`src/rtl/nrmc_pkg.sv`:
```
`timescale 1ns / 1ps
// Shared types, constants and helper functions of the NMEA RMC sentence parser.
package nrmc_pkg;

	localparam int FRAC_DIGITS_DEF = 4;
	localparam int FRAC_W_MAX = 20;
	localparam int RES_DEPTH = 4;

	localparam logic [7:0] CH_LF = 8'h0A;
	localparam logic [7:0] CH_COMMA = 8'h2C;
	localparam logic [7:0] CH_POINT = 8'h2E;
	localparam logic [7:0] CH_ZERO = 8'h30;
	localparam logic [7:0] CH_NINE = 8'h39;
	localparam logic [7:0] CH_S = 8'h53;
	localparam logic [7:0] CH_W = 8'h57;

	localparam logic [19:0] INT_SAT = 20'd999999;
	localparam logic [26:0] LAT_SAT = 27'd100000000;
	localparam logic [29:0] LON_SAT = 30'd1000000000;
	localparam logic [19:0] SPEED_SAT = 20'd999999;
	localparam logic [16:0] HEAD_SAT = 17'd99999;

	localparam logic [3:0] FIELD_TAG = 4'd0;
	localparam logic [3:0] FIELD_TIME = 4'd1;
	localparam logic [3:0] FIELD_LAT = 4'd3;
	localparam logic [3:0] FIELD_NS = 4'd4;
	localparam logic [3:0] FIELD_LON = 4'd5;
	localparam logic [3:0] FIELD_EW = 4'd6;
	localparam logic [3:0] FIELD_SPEED = 4'd7;
	localparam logic [3:0] FIELD_COURSE = 4'd8;
	localparam logic [3:0] FIELD_MAX = 4'd15;
	localparam logic [3:0] RMC_MIN_FIELDS = 4'd9;
	localparam logic [2:0] TAG_LEN = 3'd6;

	// Division of the integer accumulator by one hundred by reciprocal multiplication.
	localparam int DEG_SH = 27;
	localparam logic [20:0] DEG_MAG = 21'd1342178;

	typedef enum logic [1:0] {
		STYPE_UNKNOWN = 2'd0,
		STYPE_GGA = 2'd1,
		STYPE_RMC = 2'd2
	} stype_t;

	typedef struct packed {
		logic lf;
		logic [3:0] fidx;
		logic [19:0] int_v;
		logic [FRAC_W_MAX-1:0] frac;
		logic [2:0] fcnt;
		logic [9:0] millis;
		logic [6:0] centi;
		stype_t stype;
		logic filled;
		logic s_neg;
		logic w_neg;
	} event_t;

	typedef struct packed {
		logic [16:0] heading_centi;
		logic [19:0] speed_centi;
		logic signed [30:0] lon_micro_deg;
		logic signed [27:0] lat_micro_deg;
		logic [9:0] utc_millis;
		logic [19:0] utc_hhmmss;
		logic fields_filled;
		stype_t sentence_type;
	} rslt_t;

	localparam int RES_W = $bits(rslt_t);
	localparam int OUT_TDATA_W = ((RES_W + 7) / 8) * 8;

	function automatic longint unsigned pow10(input int n);
		longint unsigned r;
		r = 1;
		for (int i = 0; i < n; i++) begin
			r = r * 10;
		end
		return r;
	endfunction

	function automatic logic [19:0] pow10_20(input logic [2:0] n);
		logic [19:0] r;
		case (n)
			3'd0: r = 20'd1;
			3'd1: r = 20'd10;
			3'd2: r = 20'd100;
			3'd3: r = 20'd1000;
			3'd4: r = 20'd10000;
			3'd5: r = 20'd100000;
			3'd6: r = 20'd1000000;
			default: r = 20'd0;
		endcase
		return r;
	endfunction

	function automatic logic [7:0] tag_rmc(input logic [2:0] pos);
		logic [7:0] c;
		case (pos)
			3'd0: c = 8'h24;
			3'd1: c = 8'h47;
			3'd2: c = 8'h50;
			3'd3: c = 8'h52;
			3'd4: c = 8'h4D;
			3'd5: c = 8'h43;
			default: c = 8'h00;
		endcase
		return c;
	endfunction

	function automatic logic [7:0] tag_gga(input logic [2:0] pos);
		logic [7:0] c;
		case (pos)
			3'd0: c = 8'h24;
			3'd1: c = 8'h47;
			3'd2: c = 8'h50;
			3'd3: c = 8'h47;
			3'd4: c = 8'h47;
			3'd5: c = 8'h41;
			default: c = 8'h00;
		endcase
		return c;
	endfunction

endpackage

```
`src/rtl/nrmc_scan.sv`:
```
`timescale 1ns / 1ps
// Byte scanner: registers each byte, tracks the running line state and issues field events.
module nrmc_scan #(
	parameter int FRAC_DIGITS = nrmc_pkg::FRAC_DIGITS_DEF
) (
	input  logic              clk,
	input  logic              arst_n,
	input  logic              in_valid,
	input  logic [7:0]        in_char,
	output logic              ev_valid,
	output nrmc_pkg::event_t  ev
);

	localparam int FW = $clog2(nrmc_pkg::pow10(FRAC_DIGITS));
	localparam int CW = $clog2(FRAC_DIGITS + 1);

	logic              valid_s1;
	logic [7:0]        char_s1;
	logic [3:0]        field_count_q;
	logic [2:0]        tmatch_q;
	logic              rmc_ok_q;
	logic              gga_ok_q;
	logic [19:0]       int_q;
	logic [FW-1:0]     frac_q;
	logic [CW-1:0]     fcnt_q;
	logic              point_q;
	logic              stop_q;
	logic [9:0]        p3_q;
	logic [6:0]        p2_q;
	logic [1:0]        flen_q;
	logic [7:0]        first_q;
	logic              s_neg_q;
	logic              w_neg_q;
	logic              ev_valid_s2;
	nrmc_pkg::event_t  ev_s2;

	logic              is_comma;
	logic              is_lf;
	logic              is_digit;
	logic [3:0]        dig;
	logic [23:0]       int_mul;
	logic [19:0]       int_next;
	logic [FW-1:0]     frac_next;
	logic [9:0]        p3_next;
	logic [6:0]        p2_next;
	logic [2:0]        fc3;
	logic              is_s;
	logic              is_w;
	logic              has_tok;
	logic              tok_ge9;
	nrmc_pkg::event_t  ev_d;

	always_comb begin
		is_comma = char_s1 == nrmc_pkg::CH_COMMA;
		is_lf = char_s1 == nrmc_pkg::CH_LF;
		is_digit = (char_s1 >= nrmc_pkg::CH_ZERO) && (char_s1 <= nrmc_pkg::CH_NINE);
		dig = 4'(char_s1 - nrmc_pkg::CH_ZERO);
		int_mul = 24'(int_q) * 24'd10 + 24'(dig);
		int_next = (int_mul > 24'(nrmc_pkg::INT_SAT)) ? nrmc_pkg::INT_SAT : int_mul[19:0];
		frac_next = frac_q * FW'(10) + FW'(dig);
		p3_next = p3_q * 10'd10 + 10'(dig);
		p2_next = p2_q * 7'd10 + 7'(dig);
		fc3 = 3'(fcnt_q);
		is_s = (flen_q == 2'd1) && (first_q == nrmc_pkg::CH_S);
		is_w = (flen_q == 2'd1) && (first_q == nrmc_pkg::CH_W);
		has_tok = (field_count_q != 4'd0) || (flen_q != 2'd0);
		tok_ge9 = (field_count_q >= nrmc_pkg::RMC_MIN_FIELDS)
			|| ((field_count_q == nrmc_pkg::RMC_MIN_FIELDS - 4'd1) && (flen_q != 2'd0));

		ev_d.lf = is_lf;
		ev_d.fidx = field_count_q;
		ev_d.int_v = int_q;
		ev_d.frac = nrmc_pkg::FRAC_W_MAX'(frac_q);
		ev_d.fcnt = fc3;
		case (fc3)
			3'd0: ev_d.millis = 10'd0;
			3'd1: ev_d.millis = p3_q * 10'd100;
			3'd2: ev_d.millis = p3_q * 10'd10;
			default: ev_d.millis = p3_q;
		endcase
		case (fc3)
			3'd0: ev_d.centi = 7'd0;
			3'd1: ev_d.centi = p2_q * 7'd10;
			default: ev_d.centi = p2_q;
		endcase
		if (has_tok && (tmatch_q == nrmc_pkg::TAG_LEN) && rmc_ok_q) begin
			ev_d.stype = nrmc_pkg::STYPE_RMC;
		end else if (has_tok && (tmatch_q == nrmc_pkg::TAG_LEN) && gga_ok_q) begin
			ev_d.stype = nrmc_pkg::STYPE_GGA;
		end else begin
			ev_d.stype = nrmc_pkg::STYPE_UNKNOWN;
		end
		ev_d.filled = (ev_d.stype == nrmc_pkg::STYPE_RMC) && tok_ge9;
		ev_d.s_neg = s_neg_q || ((field_count_q == nrmc_pkg::FIELD_NS) && is_s);
		ev_d.w_neg = w_neg_q || ((field_count_q == nrmc_pkg::FIELD_EW) && is_w);
	end

	always_ff @(posedge clk or negedge arst_n) begin
		if (!arst_n) begin
			valid_s1 <= 1'b0;
			ev_valid_s2 <= 1'b0;
			field_count_q <= 4'd0;
			tmatch_q <= 3'd0;
			rmc_ok_q <= 1'b1;
			gga_ok_q <= 1'b1;
			int_q <= 20'd0;
			frac_q <= '0;
			fcnt_q <= '0;
			point_q <= 1'b0;
			stop_q <= 1'b0;
			p3_q <= 10'd0;
			p2_q <= 7'd0;
			flen_q <= 2'd0;
			first_q <= 8'd0;
			s_neg_q <= 1'b0;
			w_neg_q <= 1'b0;
		end else begin
			valid_s1 <= in_valid;
			ev_valid_s2 <= valid_s1 && (is_comma || is_lf);
			if (valid_s1) begin
				if (is_comma || is_lf) begin
					int_q <= 20'd0;
					frac_q <= '0;
					fcnt_q <= '0;
					point_q <= 1'b0;
					stop_q <= 1'b0;
					p3_q <= 10'd0;
					p2_q <= 7'd0;
					flen_q <= 2'd0;
					first_q <= 8'd0;
				end
				if (is_comma) begin
					if (field_count_q != nrmc_pkg::FIELD_MAX) begin
						field_count_q <= field_count_q + 4'd1;
					end
					s_neg_q <= ev_d.s_neg;
					w_neg_q <= ev_d.w_neg;
				end else if (is_lf) begin
					field_count_q <= 4'd0;
					tmatch_q <= 3'd0;
					rmc_ok_q <= 1'b1;
					gga_ok_q <= 1'b1;
					s_neg_q <= 1'b0;
					w_neg_q <= 1'b0;
				end else begin
					if (flen_q == 2'd0) begin
						first_q <= char_s1;
					end
					if (flen_q != 2'd2) begin
						flen_q <= flen_q + 2'd1;
					end
					if (field_count_q == nrmc_pkg::FIELD_TAG) begin
						if (tmatch_q < nrmc_pkg::TAG_LEN) begin
							if (char_s1 != nrmc_pkg::tag_rmc(tmatch_q)) begin
								rmc_ok_q <= 1'b0;
							end
							if (char_s1 != nrmc_pkg::tag_gga(tmatch_q)) begin
								gga_ok_q <= 1'b0;
							end
						end
						if (tmatch_q != 3'd7) begin
							tmatch_q <= tmatch_q + 3'd1;
						end
					end
					if (!stop_q) begin
						if (is_digit) begin
							if (!point_q) begin
								int_q <= int_next;
							end else if (fcnt_q < CW'(FRAC_DIGITS)) begin
								frac_q <= frac_next;
								fcnt_q <= fcnt_q + CW'(1);
								if (fc3 < 3'd3) begin
									p3_q <= p3_next;
								end
								if (fc3 < 3'd2) begin
									p2_q <= p2_next;
								end
							end
						end else if ((char_s1 == nrmc_pkg::CH_POINT) && !point_q) begin
							point_q <= 1'b1;
						end else begin
							stop_q <= 1'b1;
						end
					end
				end
			end
		end
	end

	always_ff @(posedge clk) begin
		char_s1 <= in_char;
		ev_s2 <= ev_d;
	end

	assign ev_valid = ev_valid_s2;
	assign ev = ev_s2;

endmodule

```
`src/rtl/nrmc_conv.sv`:
```
`timescale 1ns / 1ps
// Conversion pipeline: turns field events into coordinates, speed and course, and builds results.
module nrmc_conv #(
	parameter int FRAC_DIGITS = nrmc_pkg::FRAC_DIGITS_DEF
) (
	input  logic              clk,
	input  logic              arst_n,
	input  logic              ev_valid,
	input  nrmc_pkg::event_t  ev,
	output logic              res_valid,
	output nrmc_pkg::rslt_t   res
);

	localparam int FPW = nrmc_pkg::FRAC_W_MAX;
	localparam int AW = 27;
	localparam longint unsigned P10F = nrmc_pkg::pow10(FRAC_DIGITS);
	localparam longint unsigned SCALE = (FRAC_DIGITS >= 6) ? 1 : nrmc_pkg::pow10(5 - FRAC_DIGITS);
	localparam longint unsigned DIV = (FRAC_DIGITS >= 6) ? 60 : 6;
	localparam int DL = (FRAC_DIGITS >= 6) ? 6 : 3;
	localparam int SH = AW + DL;
	localparam longint unsigned MAG = ((64'd1 << SH) + DIV - 1) / DIV;
	localparam int MW = $clog2(MAG + 1);
	localparam int QW = AW - 2;

	logic              v_s3, v_s4, v_s5, v_s6, v_s7, v_s8;
	nrmc_pkg::event_t  ev_s3, ev_s4, ev_s5, ev_s6, ev_s7, ev_s8;
	logic [FPW-1:0]    fpad_s3, fpad_s4, fpad_s5;
	logic [13:0]       deg_s4, deg_s5;
	logic [6:0]        mm_s5;
	logic [19:0]       spd_s5, spd_s6, spd_s7, spd_s8;
	logic [16:0]       hdg_s5, hdg_s6, hdg_s7, hdg_s8;
	logic [AW-1:0]     a_s6;
	logic [33:0]       dege6_s6, dege6_s7;
	logic [QW-1:0]     q_s7;
	logic [26:0]       lat_s8;
	logic [29:0]       lon_s8;

	logic [19:0]       tint_q, tint_n;
	logic [9:0]        tms_q, tms_n;
	logic [26:0]       lat_q, lat_n;
	logic [29:0]       lon_q, lon_n;
	logic [19:0]       spd_q, spd_n;
	logic [16:0]       hdg_q, hdg_n;

	logic [26:0]       spd_raw;
	logic [40:0]       deg_prod;
	logic [AW+MW-1:0]  q_prod;
	logic [33:0]       v_sum;

	always_comb begin
		spd_raw = 27'(ev_s4.int_v) * 27'd100 + 27'(ev_s4.centi);
		deg_prod = 41'(ev_s3.int_v) * 41'(nrmc_pkg::DEG_MAG);
		q_prod = (AW + MW)'(a_s6) * (AW + MW)'(MAG);
		v_sum = dege6_s7 + 34'(q_s7);
	end

	always_ff @(posedge clk or negedge arst_n) begin
		if (!arst_n) begin
			v_s3 <= 1'b0;
			v_s4 <= 1'b0;
			v_s5 <= 1'b0;
			v_s6 <= 1'b0;
			v_s7 <= 1'b0;
			v_s8 <= 1'b0;
		end else begin
			v_s3 <= ev_valid;
			v_s4 <= v_s3;
			v_s5 <= v_s4;
			v_s6 <= v_s5;
			v_s7 <= v_s6;
			v_s8 <= v_s7;
		end
	end

	always_ff @(posedge clk) begin
		ev_s3 <= ev;
		fpad_s3 <= FPW'(ev.frac * nrmc_pkg::pow10_20(3'(FRAC_DIGITS) - ev.fcnt));

		ev_s4 <= ev_s3;
		fpad_s4 <= fpad_s3;
		deg_s4 <= 14'(deg_prod >> nrmc_pkg::DEG_SH);

		ev_s5 <= ev_s4;
		fpad_s5 <= fpad_s4;
		deg_s5 <= deg_s4;
		mm_s5 <= 7'(ev_s4.int_v - 20'(deg_s4) * 20'd100);
		spd_s5 <= (spd_raw > 27'(nrmc_pkg::SPEED_SAT)) ? nrmc_pkg::SPEED_SAT : spd_raw[19:0];
		hdg_s5 <= (spd_raw > 27'(nrmc_pkg::HEAD_SAT)) ? nrmc_pkg::HEAD_SAT : spd_raw[16:0];

		ev_s6 <= ev_s5;
		spd_s6 <= spd_s5;
		hdg_s6 <= hdg_s5;
		a_s6 <= (AW'(mm_s5) * AW'(P10F) + AW'(fpad_s5)) * AW'(SCALE);
		dege6_s6 <= 34'(deg_s5) * 34'd1000000;

		ev_s7 <= ev_s6;
		spd_s7 <= spd_s6;
		hdg_s7 <= hdg_s6;
		dege6_s7 <= dege6_s6;
		q_s7 <= QW'(q_prod >> SH);

		ev_s8 <= ev_s7;
		spd_s8 <= spd_s7;
		hdg_s8 <= hdg_s7;
		lat_s8 <= (v_sum > 34'(nrmc_pkg::LAT_SAT)) ? nrmc_pkg::LAT_SAT : v_sum[26:0];
		lon_s8 <= (v_sum > 34'(nrmc_pkg::LON_SAT)) ? nrmc_pkg::LON_SAT : v_sum[29:0];
	end

	// The event leaving the last stage updates the held field values; a line end reports them and then clears them.
	always_comb begin
		tint_n = tint_q;
		tms_n = tms_q;
		lat_n = lat_q;
		lon_n = lon_q;
		spd_n = spd_q;
		hdg_n = hdg_q;
		unique case (ev_s8.fidx)
			nrmc_pkg::FIELD_TIME: begin
				tint_n = ev_s8.int_v;
				tms_n = ev_s8.millis;
			end
			nrmc_pkg::FIELD_LAT: lat_n = lat_s8;
			nrmc_pkg::FIELD_LON: lon_n = lon_s8;
			nrmc_pkg::FIELD_SPEED: spd_n = spd_s8;
			nrmc_pkg::FIELD_COURSE: hdg_n = hdg_s8;
			default: begin
			end
		endcase

		res.sentence_type = ev_s8.stype;
		res.fields_filled = ev_s8.filled;
		if (ev_s8.filled) begin
			res.utc_hhmmss = tint_n;
			res.utc_millis = tms_n;
			res.lat_micro_deg = ev_s8.s_neg ? (28'd0 - {1'b0, lat_n}) : {1'b0, lat_n};
			res.lon_micro_deg = ev_s8.w_neg ? (31'd0 - {1'b0, lon_n}) : {1'b0, lon_n};
			res.speed_centi = spd_n;
			res.heading_centi = hdg_n;
		end else begin
			res.utc_hhmmss = 20'd0;
			res.utc_millis = 10'd0;
			res.lat_micro_deg = 28'sd0;
			res.lon_micro_deg = 31'sd0;
			res.speed_centi = 20'd0;
			res.heading_centi = 17'd0;
		end
		res_valid = v_s8 && ev_s8.lf;
	end

	always_ff @(posedge clk or negedge arst_n) begin
		if (!arst_n) begin
			tint_q <= 20'd0;
			tms_q <= 10'd0;
			lat_q <= 27'd0;
			lon_q <= 30'd0;
			spd_q <= 20'd0;
			hdg_q <= 17'd0;
		end else if (v_s8) begin
			if (ev_s8.lf) begin
				tint_q <= 20'd0;
				tms_q <= 10'd0;
				lat_q <= 27'd0;
				lon_q <= 30'd0;
				spd_q <= 20'd0;
				hdg_q <= 17'd0;
			end else begin
				tint_q <= tint_n;
				tms_q <= tms_n;
				lat_q <= lat_n;
				lon_q <= lon_n;
				spd_q <= spd_n;
				hdg_q <= hdg_n;
			end
		end
	end

endmodule

```
`src/rtl/nmea_rmc_sentence_parser.sv`:
```
`timescale 1ns / 1ps
// Top level of the NMEA RMC sentence parser: handshakes, scanner, conversion pipeline, result queue.
//
// The parser takes one sentence byte per cycle while s_axis_tready is high and emits one result
// for every line feed through a four-entry result queue. Bytes are scanned as they arrive and
// each comma or line feed sends the finished field down a fixed conversion pipeline (reciprocal
// multiplications for the degree split and the minute scaling), so the input never waits for a
// conversion. A line feed reserves a queue entry when it is accepted; the input is held off
// only while four line ends are reserved and not yet taken at the output.
module nmea_rmc_sentence_parser #(
	parameter int FRAC_DIGITS = nrmc_pkg::FRAC_DIGITS_DEF
) (
	input  logic                               clk,
	input  logic                               arst_n,
	input  logic                               s_axis_tvalid,
	output logic                               s_axis_tready,
	input  logic [7:0]                         s_axis_tdata,  // [7:0] char_in
	output logic                               m_axis_tvalid,
	input  logic                               m_axis_tready,
	// [1:0] sentence_type, [2] fields_filled, [22:3] utc_hhmmss, [32:23] utc_millis,
	// [60:33] lat_micro_deg, [91:61] lon_micro_deg, [111:92] speed_centi,
	// [128:112] heading_centi, rest zero
	output logic [nrmc_pkg::OUT_TDATA_W-1:0]   m_axis_tdata
);

	localparam int PTRW = $clog2(nrmc_pkg::RES_DEPTH);
	localparam int CRW = $clog2(nrmc_pkg::RES_DEPTH + 1);

	logic              in_acc;
	logic              lf_acc;
	logic              out_acc;
	logic              ev_valid;
	nrmc_pkg::event_t  ev;
	logic              res_valid;
	nrmc_pkg::rslt_t   res;

	logic [CRW-1:0]    credit_q;
	logic [CRW-1:0]    fill_q;
	logic [PTRW-1:0]   wr_ptr_q;
	logic [PTRW-1:0]   rd_ptr_q;
	nrmc_pkg::rslt_t   res_mem [nrmc_pkg::RES_DEPTH];

	assign s_axis_tready = credit_q != CRW'(nrmc_pkg::RES_DEPTH);
	assign in_acc = s_axis_tvalid && s_axis_tready;
	assign lf_acc = in_acc && (s_axis_tdata == nrmc_pkg::CH_LF);
	assign m_axis_tvalid = fill_q != CRW'(0);
	assign out_acc = m_axis_tvalid && m_axis_tready;
	assign m_axis_tdata = nrmc_pkg::OUT_TDATA_W'(res_mem[rd_ptr_q]);

	nrmc_scan #(
		.FRAC_DIGITS(FRAC_DIGITS)
	) u_scan (
		.clk(clk),
		.arst_n(arst_n),
		.in_valid(in_acc),
		.in_char(s_axis_tdata),
		.ev_valid(ev_valid),
		.ev(ev)
	);

	nrmc_conv #(
		.FRAC_DIGITS(FRAC_DIGITS)
	) u_conv (
		.clk(clk),
		.arst_n(arst_n),
		.ev_valid(ev_valid),
		.ev(ev),
		.res_valid(res_valid),
		.res(res)
	);

	always_ff @(posedge clk or negedge arst_n) begin
		if (!arst_n) begin
			credit_q <= '0;
			fill_q <= '0;
			wr_ptr_q <= '0;
			rd_ptr_q <= '0;
		end else begin
			if (lf_acc && !out_acc) begin
				credit_q <= credit_q + CRW'(1);
			end else if (!lf_acc && out_acc) begin
				credit_q <= credit_q - CRW'(1);
			end
			if (res_valid && !out_acc) begin
				fill_q <= fill_q + CRW'(1);
			end else if (!res_valid && out_acc) begin
				fill_q <= fill_q - CRW'(1);
			end
			if (res_valid) begin
				wr_ptr_q <= (wr_ptr_q == PTRW'(nrmc_pkg::RES_DEPTH - 1)) ? '0 : wr_ptr_q + PTRW'(1);
			end
			if (out_acc) begin
				rd_ptr_q <= (rd_ptr_q == PTRW'(nrmc_pkg::RES_DEPTH - 1)) ? '0 : rd_ptr_q + PTRW'(1);
			end
		end
	end

	always_ff @(posedge clk) begin
		if (res_valid) begin
			res_mem[wr_ptr_q] <= res;
		end
	end

endmodule

```
`config.mk`:
```
export PLATFORM = sky130hd
export DESIGN_NAME = nmea_rmc_sentence_parser
export DESIGN_NICKNAME = d
export VERILOG_FILES = /design/src/rtl/nrmc_pkg.sv /design/src/rtl/nrmc_scan.sv /design/src/rtl/nrmc_conv.sv /design/src/rtl/nmea_rmc_sentence_parser.sv
export SDC_FILE = /design/constraint.sdc
export NUM_CORES = 2
export LEC_CHECK = 0
export BUFFER_PORTS_ARGS = -buffer_cell sky130_fd_sc_hd__buf_2
export CORE_MARGIN = 4
export CORE_UTILIZATION = 64
export DETAILED_ROUTE_END_ITERATION = 12
export HOLD_SLACK_MARGIN = 0.05
export PLACE_DENSITY_LB_ADDON = 0.2
export SLEW_MARGIN = 15
export SYNTH_ARGS = -nofsm -noshare
export SYNTH_HDL_FRONTEND = slang
export SYNTH_SLANG_ARGS = --single-unit
```
`constraint.sdc`:
```
create_clock -name clk -period 7.9 [get_ports clk]
set_input_delay 1.975 -clock clk [delete_from_list [all_inputs] [get_ports clk]]
set_output_delay 1.975 -clock clk [all_outputs]
set_load 0.005 [all_outputs]
```
# After elaboration in Yosys (flattened, before gate mapping)
# Memories as Yosys holds them, arrays and structs flattened.
# Cells that the tools add are included.
# totals
reg_bits	952
ramBits	516
output_inout_bits	138
in_bits	12
mem_count	1
# memory_table
memory	words	word_bits	rd	rd_clocked_by_memory_dff	write_ports	line	source
res_mem	4	129	1	0	1	nmea_rmc_sentence_parser.sv:41	nrmc_pkg::rslt_t res_mem [nrmc_pkg::RES_DEPTH];
# classes
reduce_logical	51
n_bitwise	1
n_eq_ne	39
muxes	114
multipliers	13
magnitude_cmp	12
n_addsub	22
# ops
operator	n
20-bit two-way mux	11
20-bit case mux with 7 select lines	1
126-bit two-way mux	1
8-bit two-way mux	14
10-bit two-way mux	10
14-bit two-way mux	7
30-bit two-way mux	2
7-bit two-way mux	8
26-bit by 28-bit multiplier with 54-bit output (second input constant)	1
27-bit two-way mux	2
3-bit two-way mux	14
7-bit case mux with 6 select lines	1
20-bit by 20-bit multiplier with 40-bit output (second input constant)	1
34-bit by 25-bit adder with 34-bit output	1
34-bit by 27-bit greater-than comparator with 1-bit output (second input constant)	1
34-bit by 30-bit greater-than comparator with 1-bit output (second input constant)	1
17-bit two-way mux	2
31-bit two-way mux	1
1-bit by 30-bit subtractor with 31-bit output (first input constant)	1
10-bit case mux with 3 select lines	1
14-bit by 14-bit multiplier with 28-bit output (second input constant)	1
28-bit two-way mux	1
7-bit case mux with 4 select lines	1
1-bit by 27-bit subtractor with 28-bit output (first input constant)	1
other kinds (66)	167

# Longest topological paths before layout
# depth
ltp_word	13
depth_mapped	29
ltp_nobuf	28

# By module
# Synthesis repeated with hierarchy kept, for this count alone.
# unflattened
cells_unflattened	6890
area_unflattened_um2	81793.4
# modules_own_cells
mod	seq_area_each_um2	area_each_um2	cells_each	n_inst
nrmc_conv	16425.8	53223.5	5189	1
nmea_rmc_sentence_parser	15745.1	19269.7	735	1
nrmc_scan	3420.8	9300.2	966	1

# Least setup slack after synthesis
# OpenSTA, ideal clock, no wires.
# synth_path
kind	register -> register
from	register u_conv.a_s6[12]
to	register u_conv.q_s7[24]
required_ns	7.769
path_slack_ns	1.137
period_less_slack_ns	6.763
stages_incl_launch_ff	22
t_arrival_ns	6.631
path_cell_list	dfxtp_1 -> ha_1 -> fa_1 -> inv_1 -> fa_1 -> fa_1 -> inv_1 -> fa_1 -> inv_1 -> fa_1 -> inv_1 -> fa_1 -> ha_1 -> nand4_1 -> or4_1 -> o31ai_1 -> o31a_1 -> a21oi_1 -> a311oi_1 -> o21a_1 -> o21a_1 -> o211ai_1
# synth_via
elab_chain_cells	1
# synth_rtl
item	line	source
start, declared	nrmc_conv.sv:32	logic [AW-1:0] a_s6;
start signal, assigned	nrmc_conv.sv:93	a_s6 <= (AW'(mm_s5) * AW'(P10F) + AW'(fpad_s5)) * AW'(SCALE);
26-bit by 28-bit multiplier with 54-bit output	nrmc_conv.sv:53	q_prod = (AW + MW)'(a_s6) * (AW + MW)'(MAG);
net u_conv.q_prod[54]	nrmc_conv.sv:47	logic [AW+MW-1:0] q_prod;
end signal, assigned	nrmc_conv.sv:100	q_s7 <= QW'(q_prod >> SH);
end, declared	nrmc_conv.sv:34	logic [QW-1:0] q_s7;
# The timed path passes the listed nets, and every way through them passes these cells.
# A chain may end at the register's enable or synchronous reset.

# Final worst setup path
# layout_path
from	register u_conv.a_s6[3]
to	register u_conv.q_s7[24]
# The elaborated chain is that of the path after synthesis.

==> reports/qor.yml <==
core_area_mm2: 0.126
status: "finished, final reports clean"
drt-pass1-iter-count: 6
hold_path_class: "flop to flop"
rows: 130
hp-start: "u_conv.dege6_s6[14]"
cts_tree: "done"
slew_viol_final: 0
timing.rr.start: "u_conv.a_s6[3]"
grt_util_all_layers_pct: 26.9
boundaryPins: 150
setup_viol_count_final: 0
ctsResizeCount: 0
post-route-cell-area_mm2: 0.0886
max_freq_mhz: 134
rsz0062_at_grt: "no"
synth_cell_types: 100
hold_ws_ns: 0.302
finish.utilization_pct: 70.5
via_count: 50600
fp.dieH_um: 364
ctsHtreeMaxLevel: 4
crit_type: "flop to flop"
clkTransAtPathRegs_ns: 0.06
cts_buffers: 144
synth_edf_count: 516
wirelength_mm: 175
die_area_mm2: 0.132
hpwl_mm: 127
netlist_instances: 6816
hold_violations: 0
grt_pass1_wl_mm: 281
ff2ff_setup_slack_ns: 0.42
synthToLayoutAreaGrowth_pct: 9.41
crit_fanout: 5
nets: 8408
startpoint: "u_conv.a_s6[3]"
synth.avg_cell_area_um2: 11.9
ys_ff_latch: 1465
final.setup.tns_ns: 0
synth_area_mm2: 0.0810
clk_latency_ns: 0.77
grt_pass1_vias: 51600
crit_path_start_kind: "flop"
post-route-period-util_pct: 94.6
slew_headroom_pct: 17.7
drive_gt1_share_pct: 9.05
grt_overflow: 0
die_w_um: 364
synthArstFlopShare_pct: 14.9
first_iter_violations: 4057
vias_per_cell: 5.78
finalClockSkew_ns: 0.0319
fin_crit_ns: 7.48
tightest_slew_ns: 1.23
crit_required_ns: 8.53
synthFlopType: "dfxtp_1"
drc: 0
cts_sinks: 1465
wl_per_cell_um: 20.0
drv_cap: 0
clock-root-buffer: "clkbuf_16"
post_cts_buffers: 0
cp_data_arrival_time_ns: 8.10
antenna_found_initial: 8
place_congestion: 0.925
yosysWarnings: 0
ant_nets: 0
io_buffers: 142
clockBufferDepth: 3
cp-end-kind: "flop"
synth_seq_area_share_pct: 43.9
cts_hold_buf: 0
start_util_pct: 64.4
grt_max_degree: 133
place_area_mm2: 0.0836
[critical path: stages, from the launching register on]
cell      delay [ns]
dfxtp_1         0.33
ha_1            0.31
inv_1           0.08
fa_1            0.51
inv_1           0.14
fa_1            0.85
fa_1            0.51
inv_1           0.17
fa_1            0.49
fa_1            0.56
inv_1           0.06
fa_1            0.43
ha_1            0.30
and3_1          0.22
nand4_1         0.15
or4_1           0.56
o31ai_1         0.27
buf_4           0.20
o31a_1          0.21
a21oi_1         0.15
a311oi_1        0.37
o21a_1          0.23
o21a_1          0.15
o211ai_1        0.10
[final cells by class]
type                       count  area (um2)
antenna                        2        5.00
clock buffer                 213        4260
sequential                  1465       35600
fill                        8710       37100
timing repair buffer         201        1210
tap                         1650        2060
multi-input combinational   4254       41300
inverter                     914        3430
clock inverter                56         721
[registers in the layout, indices dropped and copies added, names as in the netlist, 27 cells and up]
register	flops
u_conv.lon_s8	30
u_conv.lat_q	27
u_scan.ev	64
u_conv.ev_s3	47
u_conv.lon_q	30
u_conv.ev_s5	40
u_conv.dege6_s7	28
u_conv.ev_s8	37
u_conv.ev_s4	47
u_conv.lat_s8	27
u_conv.ev_s7	40
res_mem	516
u_conv.dege6_s6	28
u_conv.ev_s6	40
[layout by cell type (no fill, tap or decap), types with 71 or more instances in the layout]
cell / instances
a21oi_1: 285
fa_1: 528
edfxtp_1: 516
dfrtp_1: 214
buf_2: 141
xor2_1: 118
nand2_1: 360
dfxtp_1: 728
and3_1: 71
ha_1: 888
mux4_2: 129
and2_1: 145
clkbuf_16: 154
nor2_1: 251
o21ai_0: 159
inv_1: 913
o21a_1: 108
a21o_1: 76
nor3_1: 91
o22ai_1: 90
xnor2_1: 203
[through the flow]
| step | setup WS, ns | cells |
|---|---|---|
| 2_1_floorplan | 1.14 | 6822 |
| 3_3_place_gp | 0.628 | 8484 |
| 3_5_place_dp | 0.467 | 8484 |
| 4_1_cts | 0.426 | 8753 |
| 5_1_grt | 0.110 | 8753 |
| 6_report | 0.425 | 8755 |
[final timing paths]
kind	endpoint	depth (start not counted)
max in group asynchronous	u_conv.lat_q[21]	2
setup reg to reg	u_conv.q_s7[24]	23
hold / removal	u_conv.dege6_s7[14]	0
setup / recovery	u_conv.q_s7[24]	23
min in group asynchronous	u_scan.frac_q[7]	1
hold reg to reg	u_conv.dege6_s7[14]	0
[layer usage]
metal | track usage, % | part of all wire (%) | up-vias
met5 | 0 | 0.0074 | -
met4 | 7.49 | 2.5 | 2
met3 | 3.54 | 5.1 | 262
met2 | 45.3 | 49 | 1360
met1 | 37.1 | 44 | 25200
li1 | - | - | 23800
[synthesized netlist by cell type (17+ instances only)]
master	instances	share of area, %
mux4_2	129	3.6
a21o_1	76	0.70
dfrtp_1	217	6.7
o21bai_1	35	0.32
o21a_1	108	1.0
nand3_1	70	0.43
nor2b_1	64	0.49
o2bb2ai_1	44	0.48
dfxtp_1	730	18
or2_2	21	0.16
inv_1	914	4.2
buf_1	31	0.14
ha_1	888	14
a211oi_1	22	0.20
and2_1	145	1.1
nor3_1	91	0.56
and3_1	75	0.58
o31ai_1	21	0.19
a21oi_1	285	1.8
fa_1	528	13
nand2_1	360	1.7
nand4_1	25	0.19
nand2b_1	33	0.25
nor4_1	17	0.13
edfxtp_1	516	19
xnor2_1	203	2.2
o211ai_1	18	0.17
a21boi_0	49	0.45
clkbuf_1	146	0.68
o22ai_1	90	0.70
or3_1	33	0.25
o21ai_0	159	0.98
a31oi_1	34	0.26
nor2_1	253	1.2
xor2_1	118	1.3
[kinds of logic after synthesis]
logic type | count (synthesis) | synth area share, %
XOR/XNOR | 321 | 3.47
adder cells (fa/ha/maj) | 1416 | 26.8
AO/OA/AOI/OAI | 1092 | 8.92
other | 1 | 0.00463
AND/OR/NAND/NOR | 1274 | 7.95
multiplexers | 144 | 3.78
buffers and inverters | 1103 | 5.17
flip-flops | 1465 | 43.9
Power is not shown: default switching activity piles up to over one toggle a cycle in this logic, so the estimate is an artifact.
